`config.mk`:
```
export PLATFORM = sky130hd
export DESIGN_NAME = skc_ctrl
export DESIGN_NICKNAME = d
export VERILOG_FILES = /design/src/rtl/skc_pkg.sv /design/src/rtl/skc_ctrl.sv
export SDC_FILE = /design/constraint.sdc
export NUM_CORES = 1
export LEC_CHECK = 0
export ABC_CLOCK_PERIOD_IN_PS = 1250
export BUFFER_PORTS_ARGS = -buffer_cell sky130_fd_sc_hd__buf_2
export CAP_MARGIN = 40
export CORE_MARGIN = 5
export CORE_UTILIZATION = 40
export DETAILED_ROUTE_END_ITERATION = 16
export GPL_ROUTABILITY_DRIVEN = 0
export GPL_TIMING_DRIVEN = 0
export PLACE_DENSITY_LB_ADDON = 0.15
export SETUP_SLACK_MARGIN = 0.3
export SLEW_MARGIN = 20
export SYNTH_ARGS = -nofsm -noshare
export SYNTH_HDL_FRONTEND = slang
export SYNTH_SLANG_ARGS = --single-unit
export TNS_END_PERCENT = 10
```
`constraint.sdc`:
```
create_clock -name clk -period 1.25 [get_ports clk]
set_clock_uncertainty 0.1 [all_clocks]
set_input_delay 0 -clock clk [delete_from_list [all_inputs] [get_ports clk]]
set_output_delay 0 -clock clk [all_outputs]
set_load 0.05 [all_outputs]
```
`src/rtl/skc_pkg.sv`:
```
// Shared types and constants for the string key linear probe counter.
// Used by skc_ctrl, skc_datapath and the core top level; depends on nothing.
package skc_pkg;

    localparam int TABLE_SLOTS_DEF = 128;
    localparam int KEY_BYTES_DEF   = 40;
    localparam int STATUS_W        = 3;
    localparam int COUNT_W         = 16;
    localparam int TOTAL_W         = 24;
    localparam int SLOT_OUT_W      = 7;
    localparam int WORD_W          = 64;

    typedef enum logic [STATUS_W-1:0] {
        ST_NEW      = 3'd0,
        ST_EXISTING = 3'd1,
        ST_FOUND    = 3'd2,
        ST_NOTFOUND = 3'd3,
        ST_FULL     = 3'd4,
        ST_BADKEY   = 3'd5
    } skc_status_t;

    // controller to datapath
    typedef struct packed {
        logic        absorb;
        logic        clr_init;
        logic        clr_step;
        logic        mod_init;
        logic        mod_step;
        logic        home_load;
        logic        meta_rd;
        logic        capture_meta;
        logic        step;
        logic        widx_clr;
        logic        widx_inc;
        logic        word_rd;
        logic        write_word;
        logic        write_meta_new;
        logic        write_meta_inc;
        logic        finish;
        skc_status_t code;
    } skc_cmd_t;

    // datapath to controller
    typedef struct packed {
        logic is_insert;
        logic key_bad;
        logic mod_last;
        logic slot_last;
        logic probe_last;
        logic meta_empty;
        logic meta_len_eq;
        logic word_eq;
        logic cmp_last;
        logic write_last;
    } skc_stat_t;

endpackage

```
`src/rtl/skc_ctrl.sv`:
```
// Controller state machine: clearing pass, key check, remainder, probe walk.
// Depends on skc_pkg.
module skc_ctrl (
    input  logic               clk,
    input  logic               rst_n,
    input  logic               start,
    input  logic               key_last,
    output logic               busy,
    input  skc_pkg::skc_stat_t stat,
    output skc_pkg::skc_cmd_t  cmd
);

    typedef enum logic [3:0] {
        S_CLEAR, S_IDLE, S_CHECK, S_MOD, S_HOME, S_READ_META,
        S_EVAL_META, S_WRITE, S_CMP_RD, S_CMP_EV
    } state_t;

    state_t state_reg;
    state_t state_next;

    assign busy = (state_reg != S_IDLE);

    always_comb
    begin
        cmd        = '0;
        cmd.code   = skc_pkg::ST_BADKEY;
        state_next = state_reg;
        case (state_reg)
            S_CLEAR:
            begin
                cmd.clr_step = 1'b1;
                if (stat.slot_last)
                begin
                    state_next = S_IDLE;
                end
            end
            S_IDLE:
            begin
                if (start)
                begin
                    cmd.absorb = 1'b1;
                    if (key_last)
                    begin
                        state_next = S_CHECK;
                    end
                end
            end
            S_CHECK:
            begin
                if (stat.key_bad)
                begin
                    cmd.finish = 1'b1;
                    state_next = S_IDLE;
                end
                else
                begin
                    cmd.mod_init = 1'b1;
                    state_next   = S_MOD;
                end
            end
            S_MOD:
            begin
                cmd.mod_step = 1'b1;
                if (stat.mod_last)
                begin
                    state_next = S_HOME;
                end
            end
            S_HOME:
            begin
                cmd.home_load = 1'b1;
                state_next    = S_READ_META;
            end
            S_READ_META:
            begin
                cmd.meta_rd = 1'b1;
                state_next  = S_EVAL_META;
            end
            S_EVAL_META:
            begin
                cmd.capture_meta = 1'b1;
                cmd.widx_clr     = 1'b1;
                if (stat.meta_empty)
                begin
                    if (stat.is_insert)
                    begin
                        cmd.write_meta_new = 1'b1;
                        state_next         = S_WRITE;
                    end
                    else
                    begin
                        cmd.finish = 1'b1;
                        cmd.code   = skc_pkg::ST_NOTFOUND;
                        state_next = S_IDLE;
                    end
                end
                else if (stat.meta_len_eq)
                begin
                    state_next = S_CMP_RD;
                end
                else if (stat.probe_last)
                begin
                    cmd.finish = 1'b1;
                    cmd.code   = stat.is_insert ? skc_pkg::ST_FULL : skc_pkg::ST_NOTFOUND;
                    state_next = S_IDLE;
                end
                else
                begin
                    cmd.step   = 1'b1;
                    state_next = S_READ_META;
                end
            end
            S_WRITE:
            begin
                cmd.write_word = 1'b1;
                if (stat.write_last)
                begin
                    cmd.finish = 1'b1;
                    cmd.code   = skc_pkg::ST_NEW;
                    state_next = S_IDLE;
                end
                else
                begin
                    cmd.widx_inc = 1'b1;
                end
            end
            S_CMP_RD:
            begin
                cmd.word_rd = 1'b1;
                state_next  = S_CMP_EV;
            end
            S_CMP_EV:
            begin
                if (!stat.word_eq)
                begin
                    if (stat.probe_last)
                    begin
                        cmd.finish = 1'b1;
                        cmd.code   = stat.is_insert ? skc_pkg::ST_FULL : skc_pkg::ST_NOTFOUND;
                        state_next = S_IDLE;
                    end
                    else
                    begin
                        cmd.step   = 1'b1;
                        state_next = S_READ_META;
                    end
                end
                else if (stat.cmp_last)
                begin
                    cmd.finish = 1'b1;
                    state_next = S_IDLE;
                    if (stat.is_insert)
                    begin
                        cmd.write_meta_inc = 1'b1;
                        cmd.code           = skc_pkg::ST_EXISTING;
                    end
                    else
                    begin
                        cmd.code = skc_pkg::ST_FOUND;
                    end
                end
                else
                begin
                    cmd.widx_inc = 1'b1;
                    state_next   = S_CMP_RD;
                end
            end
            default:
            begin
                state_next = S_IDLE;
            end
        endcase
    end

    always_ff @(posedge clk or negedge rst_n)
    begin
        if (!rst_n)
        begin
            state_reg <= S_CLEAR;
        end
        else
        begin
            state_reg <= state_next;
        end
    end

    // a request is absorbed only while idle
    a_absorb_idle: assert property (@(posedge clk) disable iff (!rst_n)
        cmd.absorb |-> (state_reg == S_IDLE))
        else $error("key byte absorbed while busy");

    // word RAM is never read and written in the same cycle
    a_word_port: assert property (@(posedge clk) disable iff (!rst_n)
        !(cmd.word_rd && cmd.write_word))
        else $error("word RAM read and write collide");

    // a finished request always returns to idle
    a_finish_idle: assert property (@(posedge clk) disable iff (!rst_n)
        cmd.finish |=> (state_reg == S_IDLE))
        else $error("finish did not return to idle");

endmodule

```
# Yosys cells after proc, flatten, opt, wreduce, memory -nomap -nowiden
# Cells that the tools add are included.
dict set report classes {
  n_addsub 0
  multipliers 0
  div_mod_pow 0
  magnitude_cmp 0
  n_eq_ne 15
  shifts 0
  muxes 50
  bitwise_logic 0
  n_reduce_logical 2
}
# op count
set ops {}
lappend ops {{$mux W4} 15}
lappend ops {{$pmux W4 S10} 1}
lappend ops {{$mux W1} 24}
lappend ops {{$eq A4 B3 Y1 const B} 4}
lappend ops {{$ne A2 B2 Y1 const B} 5}
lappend ops {{$mux W3} 3}
lappend ops {{$pmux W3 S3} 1}
lappend ops {{$eq A4 B2 Y1 const B} 2}
lappend ops {{$eq A4 B4 Y1 const B} 2}
lappend ops {{$mux W5} 1}
lappend ops {{$reduce_and A5 Y1} 1}
lappend ops {{$eq A4 B1 Y1 const B} 1}
lappend ops {{$logic_not A4 Y1} 1}
lappend ops {{$mux W2} 2}
lappend ops {{$ne A4 B1 Y1 const B} 1}
lappend ops {{$pmux W1 S2} 2}
lappend ops {{$pmux W1 S4} 1}
dict set report totals {
  register_bits 4
  latchBits 0
  mem_bits_rw 0
  romBits 0
  in_bits 14
  output_inout_bits 20
  wordCells 68
  mem_count 0
}

# Longest topological paths before layout
# Gate-level depths: netlist of the first run.
dict set report logic_depth {
  depth_word 5
  ltp_mapped 5
  mapped_depth_nobuf 4
}

# Least setup slack after synthesis of the first run
# No wires, ideal clock.
dict set report synth_timing {
  kind {register to register}
  from {register state_reg[1]}
  to {register state_reg[0]}
  setup_time_ns 0.124
  t_arrival_ns 2.335
  required_ns 1.026
  setup_slack_ns -1.309
  path_stages_with_launch 5
  path_buffers 1
  period_less_slack_ns 2.559
  path_cell_list {dfrtp_1 > buf_6 > nor4_1 > nand2b_1 > o31a_1}
}
dict set report synth_via {
  elab_chain_cells 3
  word_cells_on_any_way 17
  classes_between {eq/ne: 14; mux: 1; reduce/logical: 2}
}
# element line_no
set synth_lines {}
lappend synth_lines {{start: declaration} skc_ctrl.sv:18} ;# state_t state_reg;
lappend synth_lines {{start signal: assignment} skc_ctrl.sv:183} ;# state_reg <= state_next;
lappend synth_lines {{$eq A4 B2 Y1 (tied with other cells)} skc_ctrl.sv:28} ;# case (state_reg)
lappend synth_lines {{$ne A2 B2 Y1 (no source line)} n/a}
lappend synth_lines {{$reduce_and A5 Y1 (no source line)} n/a}
# Parallel ways exist; a longest one is shown, timed or not.
# A chain may end at the register's enable or synchronous reset.

==> impl_metrics.env, run 1 <==
export IMPL_status="complete, but fails checks"
export IMPL_failing_checks="negative setup slack"
export IMPL_initial_util_pct=43.02
export IMPL_finish_net_count=160
export IMPL_final_design_area_no_fill_um2=1292
export IMPL_vias=957
export IMPL_cts_tree="yes"
export IMPL_num_antenna_cells=0
export IMPL_postSynth_asyncResetShare_pct=100.0
export IMPL_time_the_final_worst_path_needs_with_i_o_delays_and_setup_ps=1681
export IMPL_global_route_usage_total_pct=20.22
export IMPL_vias_per_cell=5.981
export IMPL_tritoncts_num_buffers=3
export IMPL_placed_area_um2=902.1
export IMPL_synthesis_area_um2=663.1
export IMPL_die_y_um=50.72
export IMPL_setup_ws_ps=-431.2
export IMPL_tritoncts_num_sinks=4
export IMPL_grt_pass1_vias=898
export IMPL_globalRouteOverflowTotal=0
export IMPL_design_core_area_um2=1541
export IMPL_pin_count=34
export IMPL_drt_first_pass_iters=4
export IMPL_pint_mw=1.124
export IMPL_wl_um=2944
export IMPL_crit_path_start_kind="flip-flop"
export IMPL_first_pass_grt_wire_length_um=4050
export IMPL_synth_flop_cell="dfrtp_1"
export IMPL_share_comb_of_total_power_pct=83.3
export IMPL_finalHoldViolations=0
export IMPL_synth_top_cells_by_count="7 x nand2_1, 7 x nor2_1, 6 x nand2b_1, 6 x o21ai_0, 5 x nand3_1"
export IMPL_post_route_period_util_pct=134.5
export IMPL_cts_reportedPaths_clkPinSlew_ps=40
export IMPL_drt_initial_drc_count=36
export IMPL_clkLatencyLatePin_ps=240
export IMPL_yosysSeqAreaShare_pct=15.09
export IMPL_cts_buffer_depth=2
export IMPL_drive_gt1_share_pct=58.33
export IMPL_critical_path_class="reg2out"
export IMPL_die_width_um=50.72
export IMPL_maxClockFrequency_mhz=594.8
export IMPL_synthDistinctLibCells=38
export IMPL_netlist_top_cell_by_area="dfrtp_1"
export IMPL_post_layout_nonfiller_instances=160
export IMPL_power_clock_fraction_pct=7.0
export IMPL_worstPathRequired_ps=1150
export IMPL_area_delta_synth_final_pct=94.91
export IMPL_hp_class="in2reg"
export IMPL_grt_setup_unrepaired="true"
export IMPL_timing_critical_path_to_type="primary output"
export IMPL_number_of_antenna_violations_at_the_first_check_in_global_routing=0
export IMPL_inst_count_dp=139
export IMPL_power_frac_seq_pct=9.7
export IMPL_power_net_switching_mw=1.255
export IMPL_synth_fp_nets=107
export IMPL_largest_reg_flops=4
export IMPL_vdd_ir_max_mv=1.732
export IMPL_maximum_fanout_encountered_on_the_critical_timing_path=5
export IMPL_number_of_flops_mapped_to_enable_cells_by_yosys=0
export IMPL_die_area_um2=2572
export IMPL_final_setup_viol_count=23
export IMPL_p_leak_nw=0.5697
export IMPL_power_switching_fraction_pct=52.75
export IMPL_drc=0
export IMPL_detail_route_antenna_nets=0
export IMPL_cts_root_buffer_type="clkbuf_4"
export IMPL_cellPowerDensity_nw_per_um2=1841
export IMPL_grt_max_degree=11
export IMPL_synth_top_cells_by_area="dfrtp_1 15%, buf_6 6.8%, nand2b_1 5.7%"
export IMPL_synth_top_cell_area_share_pct=15.09
export IMPL_critPathArrivalTime_ps=1580
export IMPL_cts_htree_levels=1
export IMPL_std_cell_rows=14
export IMPL_detailed_place_hpwl_um=1558
export IMPL_ys_warn_count=0
export IMPL_cap_viol_max_count=0
export IMPL_port_buffers=30
export IMPL_syn_inst=93
export IMPL_syn_area_per_cell_um2=7.130
export IMPL_timing_final_max_slew_violations=0
export IMPL_synth_seq_cells=4
export IMPL_avgRoutedWirePerCell_um=18.40
[layout make-up]
class                      count  area [um^2]
clock buffer                   3        22.52
sequential                     4        103.9
inverter                       5        23.77
multi-input combinational     75        600.6
timing repair buffer          48        439.2
tap                           16        20.02
fill                          93        249.0
buffer                         9        82.58
[cells by family (layout without fill, tap and decap cells)]
| logic type | count (synthesis) | after routing | share of synthesized area, % |
|---|---|---|---|
| buffers and inverters | 14 | 65 | 14.34 |
| multiplexers | 2 | 2 | 3.207 |
| AO/OA/AOI/OAI | 27 | 27 | 27.74 |
| AND/OR/NAND/NOR | 45 | 45 | 39.06 |
| other | 1 | 1 | 0.5655 |
| flip-flops | 4 | 4 | 15.09 |
[power by group through the flow]
stage | Sequential [mW] | Combinational, mW | Clock, mW
CTS | 0.234 | 1.68 | 0.166
global placement | 0.258 | 1.26 | 0
global route | 0.238 | 2.06 | 0.192
finish | 0.230 | 1.98 | 0.166
floorplan | 0.236 | 1.04 | 0
detailed placement | 0.263 | 1.27 | 0
[placed cells by master, fill, tap and decap left out, types with 3 or more instances in the layout]
| cell type | instances |
|---|---|
| buf_6 | 22 |
| buf_4 | 13 |
| buf_2 | 12 |
| nand2_1 | 6 |
| nand3_1 | 5 |
| nand2b_1 | 5 |
| nor2_1 | 4 |
| o21ai_0 | 4 |
| clkbuf_4 | 4 |
| dlygate4sd3_1 | 4 |
| nor2_2 | 3 |
| inv_1 | 3 |
| nor2b_1 | 3 |
| nand3b_1 | 3 |
| buf_8 | 3 |
| dfrtp_2 | 3 |
[worst max-delay path, stage by stage (launching register included)]
cell and delay, ps:
dfrtp_2 440, buf_4 150, buf_6 130, nor2_2 160, nand3_1 140, nor2_1 140, buf_6 170
[routing by layer]
metal	global-route usage [%]	wire length [um]	vias up
li1	-	-	442
met1	25.93	1133	451
met2	33.26	1465	51
met3	3.254	220	13
met4	8.085	124	0
met5	0	0	-
[final timing paths]
check	end	cells after the start	startpoint	slack, ps
min in group asynchronous	state_reg[2]	3	rst_n	530
worst min register to register	state_reg[1]	4	state_reg[3]	700
worst max register to register	state_reg[0]	6	state_reg[1]	-360
worst min-delay path	state_reg[3]	3	stat[1]	20
max in group asynchronous	state_reg[0]	3	rst_n	390
worst max-delay path	cmd[15]	6	state_reg[2]	-430
[through the flow]
step | utilization, % | setup WS [ps] | setup TNS (ps) | power (mW) | hold slack [ps]
floorplan | - | -393.9 | -4370 | 1.273 | -395.6
global placement | 58.52 | -435.9 | -4626 | 1.522 | -296.8
detailed placement | 58.52 | -453.2 | -5020 | 1.534 | -296.8
CTS | 76.70 | -391.6 | -6263 | 2.077 | 20.04
global route | 83.85 | -496.6 | -7854 | 2.488 | 29.58
finish | 83.85 | -431.2 | -6509 | 2.380 | 19.94
[timing repair]
| item | in CTS | in global routing |
|---|---|---|
| setup endpoints to repair | 23 | 23 |
| resized for setup | 38 | 33 |
| pin swaps | 9 | 5 |
| setup buffers | 11 | 3 |
| hold endpoints to repair | 6 | 0 |
| hold buffers | 4 | 0 |
Power figures use the tool's default switching activity.
==> inputs of run 2 (changes only) <==
ABC_AREA = 1   (was not set)
CORE_UTILIZATION = 39   (was 40)
TNS_END_PERCENT = not set   (was 10)
==> impl_metrics.env, run 2 <==
export IMPL_status="did not finish"
export IMPL_stop_stage="global routing (5_1_grt)"
export IMPL_first_error="[ERROR DPL-0038] Utilization greater than 100%, impossible to legalize"
export IMPL_synth_seq_cells=4
export IMPL_ys_warn_count=0
export IMPL_yosysSeqAreaShare_pct=16.00
export IMPL_syn_area_per_cell_um2=5.045
export IMPL_cts_htree_levels=1
export IMPL_pin_count=34
export IMPL_synth_flop_cell="dfrtp_1"
export IMPL_synth_top_cells_by_area="nand2_1 25%, dfrtp_1 16%, inv_1 14%"
export IMPL_synthDistinctLibCells=20
export IMPL_grt_max_degree=9
export IMPL_syn_inst=124
export IMPL_synthesis_area_um2=625.6
export IMPL_postSynth_asyncResetShare_pct=100.0
export IMPL_detailedPlace_worstSlack_ps=-432.0
export IMPL_tritoncts_num_buffers=3
export IMPL_die_y_um=50.05
export IMPL_tritoncts_num_sinks=4
export IMPL_netlist_top_cell_by_area="nand2_1"
export IMPL_synth_top_cells_by_count="42 x nand2_1, 23 x inv_1, 16 x nor2_1"
export IMPL_std_cell_rows=14
export IMPL_timing_repair_worst_endpoint_type="output port"
export IMPL_initial_util_pct=41.53
export IMPL_synth_fp_nets=138
export IMPL_synth_top_cell_area_share_pct=25.20
export IMPL_inst_count_dp=172
export IMPL_number_of_flops_mapped_to_enable_cells_by_yosys=0
export IMPL_cts_root_buffer_type="clkbuf_4"
export IMPL_port_buffers=32
export IMPL_most_frequently_used_cell_type_in_the_post_synthesis_netlist="nand2_1"
export IMPL_cts_buffer_depth=2
export IMPL_die_width_um=50.05
export IMPL_grt_repair_worst_endpoint="cmd[2]"
export IMPL_detailed_place_hpwl_um=1635
-- run 2: metrics by stage --
step / cell area (um^2) / setup TNS [ps] / util, % / hold WS, ps
after floorplan: 755.7 / -2639 / - / -395.6
after global placement: 935.9 / -3800 / 62.13 / -296.4
after detailed placement: 935.9 / -3853 / 62.13 / -295.5
after CTS: 1411 / -5119 / 93.69 / 15.28
-- run 2: kinds of logic after synthesis --
kind of cell	synth area share [%]
and+or+nand+nor	58.60
buffers and inverters	16.80
AOI/OAI and AO/OA	8.000
DFF	16.00
other	0.5994
-- run 2: repair_timing --
action,in CTS
buffers inserted,17
hold buffers,2
resized for setup,89
pin swaps,17
hold endpoints to repair,4
setup endpoints to repair,23
==> inputs of run 3 (changes only) <==
ABC_CLOCK_PERIOD_IN_PS = 1600   (was 1250)
CORE_AREA = 5 5 66 68   (was not set)
CORE_MARGIN = not set   (was 5)
CORE_UTILIZATION = not set   (was 39)
DIE_AREA = 0 0 71 73   (was not set)
SETUP_SLACK_MARGIN = not set   (was 0.3)
clock period = 1.6 ns   (was 1.25 ns; I/O delays follow)
==> impl_metrics.env, run 3 <==
export IMPL_yosys_area_share_simple_pct=58.60
export IMPL_detail_route_antenna_nets=0
export IMPL_drt_first_pass_iters=4
export IMPL_hp_class="in2async"
export IMPL_largest_reg_flops=4
export IMPL_cts_buffer_depth=2
export IMPL_status="complete, but fails checks"
export IMPL_layout_cells_most_common="nand2_1"
export IMPL_avgRoutedWirePerCell_um=10.79
export IMPL_tritoncts_num_sinks=4
export IMPL_maxClockFrequency_mhz=620.2
export IMPL_clkLatencyLatePin_ps=220
export IMPL_cts_htree_levels=1
export IMPL_wl_um=2331
export IMPL_fillers=449
export IMPL_cts_reportedPaths_clkPinSlew_ps=30
export IMPL_synth_top_cells_by_area="nand2_1 25%, dfrtp_1 16%, inv_1 14%"
export IMPL_design_core_area_um2=3799
export IMPL_initial_util_pct=16.47
export IMPL_layout_common_cells="35 x nand2_1, 21 x buf_2, 20 x inv_1, 10 x buf_4, 9 x nor2_4"
export IMPL_global_route_usage_total_pct=9.096
export IMPL_timing_final_max_slew_violations=0
export IMPL_cap_viol_max_count=0
export IMPL_ff2ff_path_depth=9
export IMPL_reg2reg_slack_ps=130
export IMPL_synthesis_area_um2=625.6
export IMPL_detailedPlace_worstSlack_ps=-4.292
export IMPL_netlist_top_cell_by_area="nand2_1"
export IMPL_grt_max_degree=9
export IMPL_reg2reg_to="state_reg[0]"
export IMPL_synth_top_cell_area_share_pct=25.20
export IMPL_timing_setup_tns_ps=-12.49
export IMPL_vias_per_cell=4.042
export IMPL_detailed_place_hpwl_um=1923
export IMPL_failing_checks="negative setup slack"
export IMPL_cp_top_family="simple AND/OR/NAND/NOR gates"
export IMPL_post_layout_nonfiller_instances=216
export IMPL_vias=873
export IMPL_grt_setup_unrepaired="true"
export IMPL_worstPathRequired_ps=1500
export IMPL_synth_flop_cell="dfrtp_1"
export IMPL_drt_initial_drc_count=31
export IMPL_die_width_um=71
export IMPL_inst_count_dp=206
export IMPL_yosys_mux_area_fraction_pct=0
export IMPL_tritoncts_num_buffers=3
export IMPL_std_cell_rows=23
export IMPL_worst_path_largest_cell_delay_ps=440
export IMPL_cp_slowest_cell="dfrtp_2"
export IMPL_final_setup_viol_count=1
export IMPL_pin_count=34
export IMPL_most_frequently_used_cell_type_in_the_post_synthesis_netlist="nand2_1"
export IMPL_timing_critical_path_to_type="primary output"
export IMPL_syn_inst=124
export IMPL_synthDistinctLibCells=20
export IMPL_num_antenna_cells=0
export IMPL_area_delta_synth_final_pct=84.40
export IMPL_globalRouteOverflowTotal=0
export IMPL_crit_path_start_kind="flip-flop"
export IMPL_post_route_period_util_pct=100.8
export IMPL_postSynth_asyncResetShare_pct=100.0
export IMPL_synth_top_cells_by_count="42 x nand2_1, 23 x inv_1, 16 x nor2_1"
export IMPL_final_design_area_no_fill_um2=1154
export IMPL_cellPowerDensity_nw_per_um2=1420
export IMPL_time_the_final_worst_path_needs_with_i_o_delays_and_setup_ps=1612
export IMPL_synth_compound_area_share_pct=8.000
export IMPL_die_y_um=73
export IMPL_totalPowerFinal_mw=1.638
export IMPL_synth_top_family_by_area="simple AND/OR/NAND/NOR gates"
export IMPL_holdWs_ps=15.32
export IMPL_synth_fp_nets=138
export IMPL_finish_net_count=181
export IMPL_post_synth_fa_ha_maj_area_fraction_pct=0
export IMPL_cts_root_buffer_type="clkbuf_8"
export IMPL_setup_ws_ps=-12.49
export IMPL_drc=0
export IMPL_number_of_antenna_violations_at_the_first_check_in_global_routing=0
export IMPL_placed_area_um2=927.1
export IMPL_critical_path_class="reg2out"
export IMPL_first_pass_grt_wire_length_um=3905
export IMPL_cts_tree="yes"
export IMPL_grt_pass1_vias=917
export IMPL_p_leak_nw=0.6415
export IMPL_critPathArrivalTime_ps=1510
export IMPL_timing_rr_start="state_reg[0]"
export IMPL_worst_path_most_repeated_cell="nand2_1"
export IMPL_synthXorXnorAreaFrac_pct=0
export IMPL_buffers_plus_inverters_on_the_worst_setup_path=2
export IMPL_worstPathCellList="inv_2 > nand2_2 > nor2_4 > nand2_1 > nand2_1 > nor2_2 > nand3_4 > buf_6"
export IMPL_die_area_um2=5183
export IMPL_number_of_flops_mapped_to_enable_cells_by_yosys=0
export IMPL_syn_area_per_cell_um2=5.045
export IMPL_utilization_pct=30.37
export IMPL_drive_gt1_share_pct=48.19
export IMPL_maximum_fanout_encountered_on_the_critical_timing_path=5
export IMPL_finalHoldViolations=0
export IMPL_vdd_ir_max_mv=0.6030
export IMPL_ys_warn_count=0
export IMPL_port_buffers=32
export IMPL_yosysSeqAreaShare_pct=16.00
export IMPL_synth_seq_cells=4
==> run 3: metal layers <==
metal  vias up  share of wire [%]  routed length (um)  track usage [%]
met5         -                  0                   0                0
met4         0                  0                   0            2.923
met3         0                2.8                  66           0.4132
met2        21                 53                1229            16.68
met1       390                 44                1036            11.40
li1        462                  -                   -                -
==> run 3: worst max-delay path by stage <==
stage	end	slack, ps	startpoint	depth (start not counted)
6_report	cmd[2]	-10	state_reg[1]	8
5_1_grt	cmd[12]	-90	state_reg[2]	5
4_1_cts	cmd[2]	-20	state_reg[3]	8
3_5_place_dp	cmd[2]	-4	state_reg[1]	8
3_3_place_gp	state_reg[0]	-50	state_reg[3]	8
2_1_floorplan	cmd[4]	-50	state_reg[1]	3
==> run 3: final cells by class <==
cell class	instances	area (um^2)	area share (%)
plain buffers	2	15.01	1.302
clock buffers	4	45.04	3.905
multi-input cells	94	570.5	49.46
flip-flops and latches	4	105.1	9.111
repair buffers	38	261.5	22.67
inverters	24	93.84	8.134
well taps	50	62.56	5.423
==> run 3: what timing repair did <==
action                                 in CTS  in global routing
hold buffers                                1                  0
endpoints found under the hold margin       4                  0
gates resized for setup                    23                 24
setup endpoints to repair                   9                 18
pin swaps                                   1                  5
buffers inserted                            4                  1
==> run 3: kinds of logic after synthesis <==
family	count (synthesis)
simple gates	84
buf+inv	26
flops	4
other cells	1
compound gates	9
==> run 3: power by group <==
group          total, mW  internal (mW)  switching [mW]
logic               1.21          0.391           0.823
registers          0.198          0.143          0.0559
clock network      0.225          0.170          0.0547
total               1.64          0.704           0.934
==> run 3: worst reg2reg max path, cell delays in order, from the launching register on <==
cell and delay, ps:
dfrtp_2 420, buf_4 160, nand2_4 80, inv_1 50
nand2_2 90, clkinvlp_4 90, nand2_1 90, nand2_2 80
o21ai_2 110, nand2_1 70
==> inputs of run 4 (changes only) <==
ABC_CLOCK_PERIOD_IN_PS = 1900   (was 1600)
clock period = 1.9 ns   (was 1.6 ns; I/O delays follow)
==> impl_metrics.env, run 4 (synthesis gave the netlist of run 3 again) <==
export IMPL_wl_um=2185
export IMPL_reg2reg_to="state_reg[2]"
export IMPL_grt_setup_unrepaired="false"
export IMPL_placed_area_um2=862.1
export IMPL_detailed_place_hpwl_um=1900
export IMPL_die_y_um=73
export IMPL_vias_per_cell=4.043
export IMPL_share_comb_of_total_power_pct=69.1
export IMPL_critPathLaunch="state_reg[3]"
export IMPL_drc=0
export IMPL_p_leak_nw=0.5879
export IMPL_layout_cells_most_common="nand2_1"
export IMPL_area_delta_synth_final_pct=47.00
export IMPL_critical_path_class="reg2out"
export IMPL_drt_first_pass_iters=4
export IMPL_first_pass_grt_wire_length_um=3698
export IMPL_cts_htree_levels=1
export IMPL_layout_common_cells="41 x nand2_1, 32 x buf_2, 23 x inv_1, 14 x nor2_1, 11 x nand3_1"
export IMPL_global_route_usage_total_pct=8.883
export IMPL_power_frac_seq_pct=14.9
export IMPL_clkLatencyLatePin_ps=210
export IMPL_fillers=461
export IMPL_finalHoldViolations=0
export IMPL_post_route_period_util_pct=91.19
export IMPL_final_setup_viol_count=0
export IMPL_worstPathRequired_ps=1800
export IMPL_cts_root_buffer_type="clkbuf_8"
export IMPL_timing_setup_tns_ps=0
export IMPL_die_width_um=71
export IMPL_std_cell_rows=23
export IMPL_cts_buffer_depth=2
export IMPL_tritoncts_num_sinks=4
export IMPL_largest_reg_flops=4
export IMPL_hp_class="in2async"
export IMPL_ff2ff_path_depth=9
export IMPL_crit_path_start_kind="flip-flop"
export IMPL_reg2reg_slack_ps=420
export IMPL_vias=849
export IMPL_pint_mw=0.4439
export IMPL_timing_rr_start="state_reg[3]"
export IMPL_critPathArrivalTime_ps=1630
export IMPL_maximum_fanout_encountered_on_the_critical_timing_path=8
export IMPL_cts_post_setup_buffers_inserted=0
export IMPL_cts_tree="yes"
export IMPL_timing_final_max_slew_violations=0
export IMPL_cts_reportedPaths_clkPinSlew_ps=30
export IMPL_cellPowerDensity_nw_per_um2=1188
export IMPL_timing_critical_path_to_type="primary output"
export IMPL_num_antenna_cells=0
export IMPL_grt_pass1_vias=806
export IMPL_drive_gt1_share_pct=30.63
export IMPL_die_area_um2=5183
export IMPL_post_layout_nonfiller_instances=210
export IMPL_avgRoutedWirePerCell_um=10.40
export IMPL_time_the_final_worst_path_needs_with_i_o_delays_and_setup_ps=1733
export IMPL_final_design_area_no_fill_um2=919.6
export IMPL_holdWs_ps=20.62
export IMPL_detailedPlace_worstSlack_ps=322.0
export IMPL_pin_count=34
export IMPL_vdd_ir_max_mv=0.6512
export IMPL_drt_initial_drc_count=40
export IMPL_maxClockFrequency_mhz=577.1
export IMPL_power_clock_fraction_pct=15.9
export IMPL_setup_ws_ps=167.3
export IMPL_globalRouteOverflowTotal=0
export IMPL_design_core_area_um2=3799
export IMPL_cap_viol_max_count=0
export IMPL_inst_count_dp=206
export IMPL_number_of_antenna_violations_at_the_first_check_in_global_routing=0
export IMPL_detail_route_antenna_nets=0
export IMPL_status="complete, no violations"
export IMPL_tritoncts_num_buffers=3
export IMPL_port_buffers=32
export IMPL_grt_max_degree=9
export IMPL_finish_net_count=176
export IMPL_initial_util_pct=16.47
export IMPL_power_switching_fraction_pct=59.35
export IMPL_power_net_switching_mw=0.6483
## run 4: changes by cell type in the layout (fill, tap and decap cells not counted), moves of 3 or more
| cell | previous run | this run |
|---|---|---|
| buf_6 | 7 | 0 |
| buf_2 | 21 | 32 |
| nand3_1 | 8 | 11 |
| dfrtp_2 | 4 | 1 |
| dfrtp_1 | 0 | 3 |
| buf_4 | 10 | 2 |
| inv_1 | 20 | 23 |
| nand2_4 | 4 | 0 |
| nor2_4 | 9 | 1 |
| o21ai_2 | 3 | 0 |
| nor2_1 | 7 | 14 |
| nand2_1 | 35 | 41 |
## run 4: final cells by class
type / instances / area, um^2 / share of cell area [%]
Timing Repair Buffer: 33 / 170.2 / 18.50
Inverter: 24 / 90.09 / 9.796
Buffer: 2 / 15.01 / 1.633
Multi-Input combinational cell: 94 / 439.2 / 47.76
Sequential cell: 4 / 101.3 / 11.02
Clock buffer: 3 / 41.29 / 4.490
Tap cell: 50 / 62.56 / 6.803
## run 4: critical path, cell delays in order, from the launching register on
cell and delay, ps:
dfrtp_1 400, inv_1 80, nand2_1 120, nor2_2 310
o31ai_1 140, nand4_1 90, buf_2 260
## run 4: how the worst max path moves through the flow
stage / endpoint / cells after the start
2_1_floorplan: state_reg[2] / 9
3_3_place_gp: cmd[3] / 6
4_1_cts: cmd[2] / 8
6_report: cmd[0] / 6
5_1_grt: cmd[18] / 6
3_5_place_dp: cmd[2] / 8
## run 4: routing by layer
metal / vias to the layer above / routed length, um / GRT usage [%]
li1: 452 / - / -
met1: 368 / 1091 / 12.18
met2: 29 / 940 / 13.59
met3: 0 / 153 / 2.893
met4: 0 / 0 / 1.879
met5: - / 0 / 0
## run 4: repair_timing
| item | CTS | global route |
|---|---|---|
| gates resized for setup | 0 | 3 |
| endpoints found under the setup margin | 0 | 2 |
| hold buffers | 1 | 0 |
| hold endpoints to repair | 4 | 0 |
## run 4: power by group through the flow
| stage | combinational, mW | clock (mW) | sequential (mW) |
|---|---|---|---|
| 6_report | 0.755 | 0.174 | 0.163 |
| 2_1_floorplan | 0.592 | 0 | 0.150 |
| 3_3_place_gp | 0.767 | 0 | 0.161 |
| 4_1_cts | 0.764 | 0.182 | 0.159 |
| 5_1_grt | 0.845 | 0.192 | 0.170 |
| 3_5_place_dp | 0.760 | 0 | 0.160 |
## run 4: through the flow
step,util (%),power (mW)
after floorplan,-,0.7414
after global placement,22.69,0.9283
after detailed placement,22.69,0.9191
after CTS,24.04,1.105
after global routing,24.21,1.207
final,24.21,1.092
